[config.mk]
export PLATFORM = sky130hd
export DESIGN_NAME = ipfc_queue
export DESIGN_NICKNAME = d
export VERILOG_FILES = /design/src/rtl/ipfc_pkg.sv /design/src/rtl/ipfc_queue.sv
export SDC_FILE = /design/constraint.sdc
export NUM_CORES = 1
export LEC_CHECK = 0
export ABC_AREA = 1
export BUFFER_PORTS_ARGS = -buffer_cell sky130_fd_sc_hd__buf_2
export CORE_MARGIN = 2
export CORE_UTILIZATION = 52
export CTS_CLUSTER_DIAMETER = 200
export DETAILED_ROUTE_END_ITERATION = 10
export GPL_TIMING_DRIVEN = 1
export PLACE_DENSITY = 0.79
export SYNTH_ARGS = -nofsm -noshare
export SYNTH_HDL_FRONTEND = slang
export SYNTH_SLANG_ARGS = --single-unit
[constraint.sdc]
create_clock -name clk -period 10.1 [get_ports clk]
set_input_delay 2.02 -clock clk [delete_from_list [all_inputs] [get_ports clk]]
set_output_delay 2.02 -clock clk [all_outputs]
set_load 0.1 [all_outputs]
[src/rtl/ipfc_pkg.sv]
`default_nettype none
// ----------------------------------------------------------------------------
// ipfc_pkg: shared types and constants
// Item and command formats for the flow statistics table.
// ----------------------------------------------------------------------------
package ipfc_pkg;

  localparam int FLOW_ENTRIES_DEF = 32;
  localparam logic [15:0] ETH_HDR_BYTES = 16'd14;

  localparam logic [1:0] ST_RECORD = 2'd0;
  localparam logic [1:0] ST_EMPTY  = 2'd1;
  localparam logic [1:0] ST_DROP   = 2'd2;

  localparam logic FUNC_COUNT = 1'b0;
  localparam logic FUNC_DUMP  = 1'b1;

  typedef struct packed {
    logic        func;
    logic [31:0] src;
    logic [31:0] dst;
    logic [15:0] len;
    logic [31:0] sec;
    logic [19:0] usec;
  } item_t;

  typedef struct packed {
    logic [1:0]  status;
    logic [31:0] src;
    logic [31:0] dst;
    logic [47:0] bytes;
    logic [31:0] pkts;
    logic [31:0] sec;
    logic [19:0] usec;
    logic        last;
  } result_t;

endpackage

`default_nettype wire

[src/rtl/ipfc_queue.sv]
`default_nettype none
// ----------------------------------------------------------------------------
// ipfc_queue: two-entry item queue
// Decouples the input stage from the table engine.
// ----------------------------------------------------------------------------
module ipfc_queue import ipfc_pkg::*; (
  input  wire logic  clk,
  input  wire logic  rst,
  input  wire logic  in_valid,
  output logic       in_ready,
  input  wire item_t in_item,
  output logic       out_valid,
  input  wire logic  out_ready,
  output item_t      out_item
);

  item_t      mem [2];
  logic       wptr;
  logic       rptr;
  logic [1:0] fill;
  logic       push;
  logic       pop;

  assign in_ready  = (fill != 2'd2);
  assign out_valid = (fill != 2'd0);
  assign out_item  = mem[rptr];
  assign push      = in_valid && in_ready;
  assign pop       = out_valid && out_ready;

  always_ff @(posedge clk) begin
    if (push) begin
      mem[wptr] <= in_item;
    end
    if (rst) begin
      wptr <= 1'b0;
      rptr <= 1'b0;
      fill <= 2'd0;
    end else begin
      if (push) wptr <= ~wptr;
      if (pop)  rptr <= ~rptr;
      fill <= fill + {1'b0, push} - {1'b0, pop};
    end
  end

endmodule

`default_nettype wire

# == Word level (Yosys, flattened, before mapping) ==
# Memories as Yosys holds them, arrays and structs flattened. A register that Yosys moved wholly into a read port is not among the register bits.
# Cells that the tools add are included.
# word_totals
regBits,4
latchBits,0
mem_bits_rw,266
mem_bits_ro,0
output_inout_bits,135
word_cells,16
n_memories,1
# mem_list
name,depth,width,rd,rd_clocked_by_memory_dff,write_ports,line_no,source
mem,2,133,1,1,1,ipfc_queue.sv:17,item_t mem [2];
# classes
n_addsub,2
mul,0
div,0
order_cmp,0
eq_ne,1
shift,0
mux,4
bitwise,2
reduce_logical,3
# ops
op,n
two-way mux 1 bit,4
adder 2 x 1 -> 2 bit,1
logical AND 1 bit,2
"inequality test 2 bit, second input constant",1
inverter 1 bit,2
nonzero test 2 bit,1
subtractor 2 x 1 -> 2 bit,1

# == Logic depth before layout (Yosys ltp) ==
# Gate-level depths: netlist of run 1.
# depth
depth_word,4
depth_mapped,11
depth_no_buf,11

# == Worst setup path before layout of run 1 ==
# Ideal clock, no wire load.
# synth_path
kind,in2reg
startpoint,in in_valid
endpoint,"mem mem[0][0] (netlist name), enable pin"
arrival_ns,7.665
setup_slack_ns,1.807
cell_stages,2
n_path_buf,0
cell_sequence,nand2_1 nor2_1
# synth_via
elab_chain_len,3
# synth_lines
item,line_no,source
from (decl),ipfc_queue.sv:9,"input wire logic in_valid,"
logical AND 1 bit,ipfc_queue.sv:27,assign push = in_valid && in_ready;
two-way mux 1 bit,ipfc_queue.sv:31,if (push) begin
two-way mux 1 bit (not written as such),ipfc_queue.sv:32,mem[wptr] <= in_item;
to (decl),ipfc_queue.sv:17,
# No other way between the ends.

==> summary.md, run 1 <==
| Metric | Value |
|---|---|
| Mapped cell area | `around 10,000 sq um` |
| Largest net degree at the start of global routing | `72` |
| Post-CTS Hold Fix Bufs | `0` |
| CTS Buf Count | `26` |
| Std cell rows | `between 50 and 60` |
| Skew final | `0.00570 ns` |
| RSZ-0062 raised after global routing | `false` |
| Instance area after placement | `about 12,000 sq um` |
| Final net count | `around 880` |
| DRT iter0 DRCs | `about 210` |
| Synthesized net count | `590` |
| Clock Path Buffers | `3` |
| Final min period | `5.39 ns` |
| Period utilization | `0.534` |
| DRC | `0` |
| Initial antenna violation count | `4` |
| CTS Sinks | `roughly 270` |
| Global placer's final weighted congestion | `a little under 0.8` |
| Status | `completed` |
| Final hold viol count | `0` |
| Tot GR Track Use | `0.166` |
| Worst min-delay path category | `flop to flop` |
| Vias per cell | `4.95` |
| Die height | `approximately 140 microns` |
| First-pass GRT wire length | `26,200 microns` |
| Finished Cell Area | `12,600 sq um` |
| Critical Path RT | `between 8 and 9 ns` |
| Post-route ant nets | `0` |
| Layout cells sized above 1 | `0.597` |
| Sequential-to-total area share from yosys stat | `0.799` |
| WP buf/inv | `2` |
| Post-CTS setup buffers | `0` |
| Crit-path cells | `buf_4 > mux2_2 > buf_2` |
| Setup Crit Path Kind | `flop to output port` |
| Syn-to-layout area delta | `24.8%` |
| Worst relative slew slack | `0.253` |
| Setup TNS Final | `0 ns` |
| Root Buffer | `clkbuf_16` |
| Worst setup SP type | `flop` |
| Slew Limit Fails | `0` |
| Via Count | `roughly 5,100` |
| Mapped Cells | `451` |
| Routed len/inst | `17.8 microns` |
| Yosys reg bits | `about 270` |
| # port buffers | `271` |
| CP max FO | `between 70 and 80` |
| CTS tree | `built` |
| Commonest non-fill, non-tap cell in the layout | `buf_2` |
| CTS resizes | `0` |
| Remaining global-route overflow | `0` |
| Initial Util | `0.525` |
| Worst-Margin Slew | `roughly 1.1 ns` |
| Syn_area_per_cell | `roughly 22 sq um` |
| Synth warn | `0` |
| Die extent in x | `144 microns` |
| Final setup vio count | `0` |
| Routed WL | `18,300 microns` |
| Die ar. | `between 20,000 and 25,000 sq um` |
| Post-DP HPWL | `about 12,000 microns` |
| Post-synth cell types | `12` |
| First-pass iteration count of the detailed router | `4` |
| Most frequent cells in the layout | `buf_2 (271), edfxtp_1 (266), mux2_4 (70), mux2_2 (63), clkbuf_16 (27)` |
| Vias in the first global route | `between 5,000 and 6,000` |
| Clk slew on worst S/H paths | `~0.06 ns` |
| IO Count | `272` |
| Worst skew pair latency | `0.51 ns` |
| Fmax | `between 0.15 and 0.2 GHz` |
| Slowest CP cell | `dfxtp_4` |
| CP arrival | `around 3.4 ns` |
| Core footprint | `19,300 sq um` |
| Maxcap violations | `0` |
| CP Capture Type | `output port` |
| Post-layout util | `0.656` |
| H-tree Lvls | `1` |
| CP delay by family, top | `buffers and inverters` |
| Max incr delay on CP | `0.98 ns` |
[cells in the mapped netlist, drive strengths merged]
cell type / n / area [sq um]
a21oi: 2 / 10.0
buf: 15 / 131
dfxtp: 5 / 100
edfxtp: 266 / 7990
ha: 2 / 25.0
inv: 8 / 30.0
mux2: 133 / 1760
nand2: 8 / 30.0
nand3: 3 / 15.0
nor2: 9 / 33.8
[worst paths after layout]
check | depth (start not counted) | slack [ns] | end | startpoint
worst min-delay path | 2 | 0.53 | rptr$_SDFFE_PP0P_ | rptr$_SDFFE_PP0P_
worst max-delay path | 3 | 4.71 | out_item[18] | flop
worst max register to register | 5 | 7.55 | mem[1][26]$_DFFE_PP_ | fill[0]$_SDFF_PP0_
worst min register to register | 2 | 0.53 | rptr$_SDFFE_PP0P_ | rptr$_SDFFE_PP0P_
[metrics by stage]
| step | std cells | hold slack (ns) | worst slack (ns) |
|---|---|---|---|
| floorplan | 451 | 0.467 | 1.81 |
| global placement | 976 | 0.491 | 5.31 |
| detailed placement | 976 | 0.512 | 5.24 |
| CTS | 1024 | 0.526 | 4.68 |
| global route | 1026 | 0.577 | 4.54 |
| finish | 1026 | 0.530 | 4.71 |
[cell families (layout without fill, tap and decap cells)]
kind of cell | Yosys count | count (layout) | share of synthesized area
compound gates | 2 | 2 | 0.000989
fa+ha+maj | 2 | 2 | 0.00247
buf+inv | 23 | 331 | 0.0159
flops | 271 | 271 | 0.799
mux | 133 | 133 | 0.174
other cells | 0 | 2 | 0
simple gates | 20 | 20 | 0.00779
[worst min-delay path, cell delays in order, from the launching register on]
cell and delay (ns):
dfxtp_1 0.34, nor2_1 0.07, nor2_1 0.09
[layer usage]
layer / vias up / wire length (microns) / track usage / share of wire
met5: - / 24 / 0 / 0.0013
met4: 4 / 467 / 0.0495 / 0.026
met3: 34 / 1790 / 0.0653 / 0.098
met2: 215 / 9120 / 0.290 / 0.50
met1: 2471 / 6900 / 0.188 / 0.38
li1: 2353 / - / - / -
[cell type report]
type,instances,area (sq um)
multi-input combinational,157,1880
clock buffer,30,687
clock inverter,18,215
sequential,271,8090
fill,1320,6640
antenna,2,5.00
timing repair buffer,275,1390
tap,265,332
inverter,8,35.0
[sequential cells by signal, summed over array words and instances (netlist names), named ones only]
register	count
mem	266
wptr	1
rptr	1
fill	2
Power of run 1 is not shown: default switching activity piles up to over one toggle a cycle in this logic, so the estimate is an artifact.
==> inputs of run 2 (changes only) <==
--- a/config.mk
+++ b/config.mk
@@ -5,14 +5,14 @@
 export SDC_FILE = /design/constraint.sdc
 export NUM_CORES = 1
 export LEC_CHECK = 0
-export ABC_AREA = 1
+export ABC_AREA = 0
 export BUFFER_PORTS_ARGS = -buffer_cell sky130_fd_sc_hd__buf_2
 export CORE_MARGIN = 2
-export CORE_UTILIZATION = 52
+export CORE_UTILIZATION = 47
 export CTS_CLUSTER_DIAMETER = 200
 export DETAILED_ROUTE_END_ITERATION = 10
 export GPL_TIMING_DRIVEN = 1
-export PLACE_DENSITY = 0.79
+export PLACE_DENSITY = 0.75
 export SYNTH_ARGS = -nofsm -noshare
 export SYNTH_HDL_FRONTEND = slang
 export SYNTH_SLANG_ARGS = --single-unit
==> constraint.sdc (replaced) <==
create_clock -name clk -period 4.6 [get_ports clk]
set_input_delay 0.92 -clock clk [delete_from_list [all_inputs] [get_ports clk]]
set_output_delay 0.92 -clock clk [all_outputs]
set_load 0.1 [all_outputs]
==> run 2 against run 1 <==
Via count is 0.49% lower. Register-to-register slack worse by 4.9 ns. Non-clock buffer count is 1 higher. Wire length is 1.1% higher. Worst hold slack worse by 0.0090 ns. Core utilization is 5.8 points lower. First-iteration DRC count is 15% higher. Synthesized cell count is 2.9% lower. Critical endpoint is now out_item[77].
==> summary.md, run 2 <==
| Metric | Value |
|---|---|
| Status | `completed` |
| Core footprint | `between 20,000 and 25,000 sq um` |
| Die height | `between 150 and 200 microns` |
| CTS tree | `built` |
| Setup TNS Final | `0 ns` |
| Routed WL | `18,500 microns` |
| Ranking of synthesized cells by area | `edfxtp_1 (79%), mux2_4 (10%), mux2_2 (7.1%), buf_6 (1.0%), dfxtp_1 (0.99%)` |
| RR Endpoint | `mem[0][81]$_DFFE_PP_` |
| Skew final | `approximately 0.0084 ns` |
| Final min period | `between 3 and 4 ns` |
| Length in cells of the worst reg-to-reg path | `4` |
| Final setup vio count | `0` |
| R2r setup slk | `~2.6 ns` |
| Worst relative slew slack | `0.347` |
| Register Area | `roughly 8000 sq um` |
| Most frequent cells after synthesis | `edfxtp_1 (266), mux2_4 (70), mux2_2 (64), buf_6 (9), buf_2 (6)` |
| Largest Register | `mem` |
| Remaining global-route overflow | `0` |
| CTS Buf Count | `27` |
| Worst Slack Setup Final | `approximately 1.3 ns` |
| DRT iter0 DRCs | `about 240` |
| Ys async rst share | `0` |
| Most frequent cells in the layout | `buf_2 (271), edfxtp_1 (266), mux2_4 (70), mux2_2 (64), clkbuf_16 (27)` |
| Synth area leader | `edfxtp_1` |
| Yosys reg bits | `around 270` |
| Fillers | `between 1,500 and 2,000` |
| Sequential-to-total area share from yosys stat | `0.800` |
| Tot GR Track Use | `0.155` |
| First-pass iteration count of the detailed router | `4` |
| Final hold slack | `about 0.52 ns` |
| Vias in the first global route | `5,310` |
| Slew Limit Fails | `0` |
| Area of the multi-input gates | `1900 sq um` |
| Post-synth cell types | `17` |
| RSZ-0062 raised after global routing | `false` |
| Synthesized net count | `577` |
| Critical Path RT | `3.68 ns` |
| Post-route ant nets | `0` |
| Setup Crit Path Kind | `flop to output port` |
| # port buffers | `between 200 and 300` |
| Die ar. | `approximately 23,000 sq um` |
| Clk slew on worst S/H paths | `0.06 ns` |
| Layout cells sized above 1 | `0.599` |
| Largest net degree at the start of global routing | `between 100 and 150` |
| CTS Sinks | `approximately 270` |
| CTS resizes | `0` |
| Vias per cell | `4.94` |
| Ys flop type | `edfxtp_1` |
| DRC | `0` |
| Post-CTS setup buffers | `0` |
| Worst min-delay path category | `flop to flop` |
| Fmax | `just over 0.3 GHz` |
| Syn-to-layout area delta | `24.6%` |
| Clock Path Buffers | `3` |
| Routed len/inst | `between 15 and 20 microns` |
| Post-DP HPWL | `about 12,000 microns` |
| Global placer's final weighted congestion | `0.735` |
| Reg2Reg Launch Point | `fill[0]$_SDFF_PP0_` |
| Hold Crit Start | `rptr$_SDFFE_PP0P_` |
| Finished Cell Area | `around 13,000 sq um` |
| Initial Util | `0.479` |
| Mapped Cells | `about 440` |
| Worst setup SP type | `flop` |
| Commonest non-fill, non-tap cell in the layout | `buf_2` |
| Period utilization | `0.721` |
| CP max FO | `133` |
| Via Count | `a little over 5,000` |
| Synth warn | `0` |
| Initial antenna violation count | `2` |
| IO Count | `approximately 270` |
| Pre-CTS setup slack | `approximately 1.9 ns` |
| CP arrival | `between 2 and 2.5 ns` |
| Largest regs | `mem x266, fill x2` |
| Max reg flops | `around 270` |
| Instance area after placement | `between 10,000 and 15,000 sq um` |
| H-tree Lvls | `1` |
| Worst-Margin Slew | `about 0.98 ns` |
| Post-synth top area share | `0.790` |
| Post-CTS Hold Fix Bufs | `0` |
| Top-count cell post-synth | `edfxtp_1` |
| Die extent in x | `151 microns` |
| CP Capture Type | `output port` |
| Hold Path Cell Cnt | `2` |
| Worst skew pair latency | `0.52 ns` |
| Syn_area_per_cell | `23.1 sq um` |
| EDFF count, synth | `approximately 270` |
| Mapped cell area | `approximately 10,000 sq um` |
| Maxcap violations | `0` |
| Final net count | `just under 900` |
| Final hold viol count | `0` |
| Std cell rows | `53` |
| Root Buffer | `clkbuf_16` |
| First-pass GRT wire length | `between 20,000 and 30,000 microns` |
## run 2: cell count changes after synthesis, moves of 2 or more
cell,delta
a21oi_1,-2
nand2_1,-7
xnor2_1,+2
nand3_1,-3
inv_1,-7
nor2b_1,+2
nor2_1,-4
## run 2: cells by family after synthesis
| kind of cell | after synthesis | synth area share |
|---|---|---|
| flip-flops | 271 | 0.800 |
| AND/OR/NAND/NOR | 11 | 0.00532 |
| adder cells (fa/ha/maj) | 2 | 0.00248 |
| AO/OA/AOI/OAI | 1 | 0.000743 |
| buffers and inverters | 16 | 0.0134 |
| XOR/XNOR | 3 | 0.00260 |
| multiplexers | 134 | 0.175 |
## run 2: per-layer routing
metal	GRT usage	part of all wire	up-vias
met5	0	0	-
met4	0.0477	0.024	0
met3	0.0491	0.089	35
met2	0.263	0.48	207
met1	0.190	0.40	2494
li1	-	-	2316
## run 2: worst max-delay path: stages, from the launching register on
cell	delay (ns)
dfxtp_4	0.35
buf_12	0.56
mux2_4	0.31
buf_2	0.42
## run 2: final cells by class
cell class / count / share of cell area
clock buffer: 35 / 0.0560
sequential: 271 / 0.643
inverter: 1 / 0.000298
tap: 275 / 0.0273
clock inverter: 12 / 0.0101
timing repair buffer: 276 / 0.113
multi-input combinational: 151 / 0.151
antenna: 1 / 0.000199
## run 2: metrics by stage
step,std cells,utilization
finish,1022,0.597
detailed placement,974,0.557
global route,1021,0.597
floorplan,438,-
CTS,1021,0.597
global placement,974,0.557
## run 2: how the worst max path moves through the flow
stage,start,slack (ns),cells past startpoint,end
detailed placement,flop,1.89,3,out_item[51]
finish,flop,1.28,3,out_item[77]
global route,flop,1.23,3,out_item[81]
global placement,flop,1.91,3,out_item[51]
CTS,flop,1.32,3,out_item[51]
floorplan,fill[0]$_SDFF_PP0_,0.73,3,mem[0][0]$_DFFE_PP_
Power of run 2 is left out for the same reason.
==> inputs of run 3 (changes only) <==
--- a/config.mk
+++ b/config.mk
@@ -5,14 +5,14 @@
 export SDC_FILE = /design/constraint.sdc
 export NUM_CORES = 1
 export LEC_CHECK = 0
-export ABC_AREA = 0
+export ABC_AREA = 1
 export BUFFER_PORTS_ARGS = -buffer_cell sky130_fd_sc_hd__buf_2
 export CORE_MARGIN = 2
-export CORE_UTILIZATION = 47
+export CORE_UTILIZATION = 52
 export CTS_CLUSTER_DIAMETER = 200
 export DETAILED_ROUTE_END_ITERATION = 10
 export GPL_TIMING_DRIVEN = 1
-export PLACE_DENSITY = 0.75
+export PLACE_DENSITY = 0.79
 export SYNTH_ARGS = -nofsm -noshare
 export SYNTH_HDL_FRONTEND = slang
 export SYNTH_SLANG_ARGS = --single-unit
==> constraint.sdc (replaced) <==
create_clock -name clk -period 3.4 [get_ports clk]
set_input_delay 0.68 -clock clk [delete_from_list [all_inputs] [get_ports clk]]
set_output_delay 0.68 -clock clk [all_outputs]
set_load 0.1 [all_outputs]
==> run 3 against run 2 <==
Count of clock-buffer cells in the layout increased by 1. Die area decreased by 9.2%. Sequential share of layout area about the same.
==> summary.md, run 3 (synthesis gave the netlist of run 1 again) <==
| Metric | Value |
|---|---|
| Status | `completed` |
| Clk slew on worst S/H paths | `0.06 ns` |
| Die ar. | `about 20,000 sq um` |
| Largest Register | `mem` |
| Period utilization | `0.862` |
| Commonest non-fill, non-tap cell in the layout | `buf_2` |
| Setup Crit Path Kind | `flop to output port` |
| Setup TNS Final | `0 ns` |
| Fmax | `approximately 0.34 GHz` |
| RR Endpoint | `mem[0][75]$_DFFE_PP_` |
| Initial Util | `0.525` |
| Root Buffer | `clkbuf_16` |
| Worst relative slew slack | `0.479` |
| Vias per cell | `a little under 5` |
| Post-route ant nets | `0` |
| CTS Buf Count | `27` |
| Worst min-delay path category | `input port to flop` |
| Via Count | `about 5,100` |
| Final hold viol count | `0` |
| Worst skew pair latency | `0.52 ns` |
| Std cell rows | `51` |
| Largest regs | `mem x266, fill x2` |
| Remaining global-route overflow | `0` |
| R2r setup slk | `1.54 ns` |
| Largest net degree at the start of global routing | `between 70 and 80` |
| Die extent in x | `144 microns` |
| Post-DP HPWL | `between 10,000 and 15,000 microns` |
| Post-CTS Hold Fix Bufs | `0` |
| Final setup vio count | `0` |
| Vias in the first global route | `approximately 5,300` |
| Global placer's final weighted congestion | `0.739` |
| Syn-to-layout area delta | `24.3%` |
| Core footprint | `about 19,000 sq um` |
| Slew Limit Fails | `0` |
| First-pass GRT wire length | `roughly 27,000 microns` |
| First-pass iteration count of the detailed router | `4` |
| CTS tree | `built` |
| CP Capture Type | `output port` |
| CTS resizes | `0` |
| DRT iter0 DRCs | `248` |
| Routed len/inst | `roughly 18 microns` |
| Hold Crit Start | `rst` |
| # port buffers | `271` |
| Critical Path RT | `about 2.7 ns` |
| Post-CTS setup buffers | `0` |
| Reg2Reg Launch Point | `fill[0]$_SDFF_PP0_` |
| Length in cells of the worst reg-to-reg path | `5` |
| Worst setup SP type | `flop` |
| IO Count | `roughly 270` |
| CTS Sinks | `around 270` |
| RSZ-0062 raised after global routing | `false` |
| Clock Path Buffers | `3` |
| CP arrival | `about 2.3 ns` |
| Final min period | `~2.9 ns` |
| Tot GR Track Use | `0.171` |
| Die height | `between 100 and 150 microns` |
| DRC | `0` |
| Hold Path Cell Cnt | `2` |
| Worst-Margin Slew | `between 0.7 and 0.8 ns` |
| Worst Hold Endpoint | `fill[0]$_SDFF_PP0_` |
| Skew final | `roughly 0.0089 ns` |
| Most frequent cells in the layout | `buf_2 (271), edfxtp_1 (266), mux2_4 (70), mux2_2 (63), clkbuf_16 (27)` |
| Maxcap violations | `0` |
| CP max FO | `58` |
| Initial antenna violation count | `5` |
| Routed WL | `18,800 microns` |
| Layout cells sized above 1 | `0.589` |
| Final net count | `about 900` |
| H-tree Lvls | `1` |
| Max reg flops | `266` |
## run 3: per-stage QoR
| step | setup WS [ns] | hold WS (ns) | utilization | area [sq um] | std cells |
|---|---|---|---|---|---|
| after global placement | 1.04 | 0.483 | 0.613 | 11800 | 978 |
| after global routing | 0.351 | 0.314 | 0.653 | 12600 | 1028 |
| final | 0.470 | 0.324 | 0.653 | 12600 | 1029 |
| after floorplan | 0.133 | 0.467 | - | 10100 | 451 |
| after CTS | 0.430 | 0.304 | 0.653 | 12600 | 1026 |
| after detailed placement | 1.01 | 0.500 | 0.613 | 11800 | 978 |
## run 3: how the worst max path moves through the flow
stage,cells after the start,to,start
2_1_floorplan,4,mem[0][0]$_DFFE_PP_,fill[0]$_SDFF_PP0_
3_3_place_gp,3,out_item[33],flop
3_5_place_dp,3,out_item[33],flop
4_1_cts,3,out_item[1],flop
5_1_grt,3,out_item[1],flop
6_report,3,out_item[1],flop
## run 3: per-layer routing
metal,vias to the layer above,global-route usage,wire [microns]
li1,2363,-,-
met3,39,0.0566,1780
met1,2458,0.194,6910
met5,-,0,46
met4,6,0.0542,437
met2,232,0.304,9660
## run 3: cell type report
| type | instances | area, sq um |
|---|---|---|
| inverter | 8 | 33.8 |
| multi-input combinational | 157 | 1890 |
| tap | 265 | 332 |
| antenna | 3 | 7.51 |
| fill | 1342 | 6680 |
| timing repair buffer | 277 | 1460 |
| sequential | 271 | 8090 |
| clock inverter | 12 | 61.3 |
| clock buffer | 36 | 709 |
## run 3: worst max-delay path, cell delays in order, from the launching register on
cell,delay [ns]
dfxtp_4,0.59
buf_12,0.39
mux2_2,0.40
buf_2,0.29
Power of run 3 is left out for the same reason.
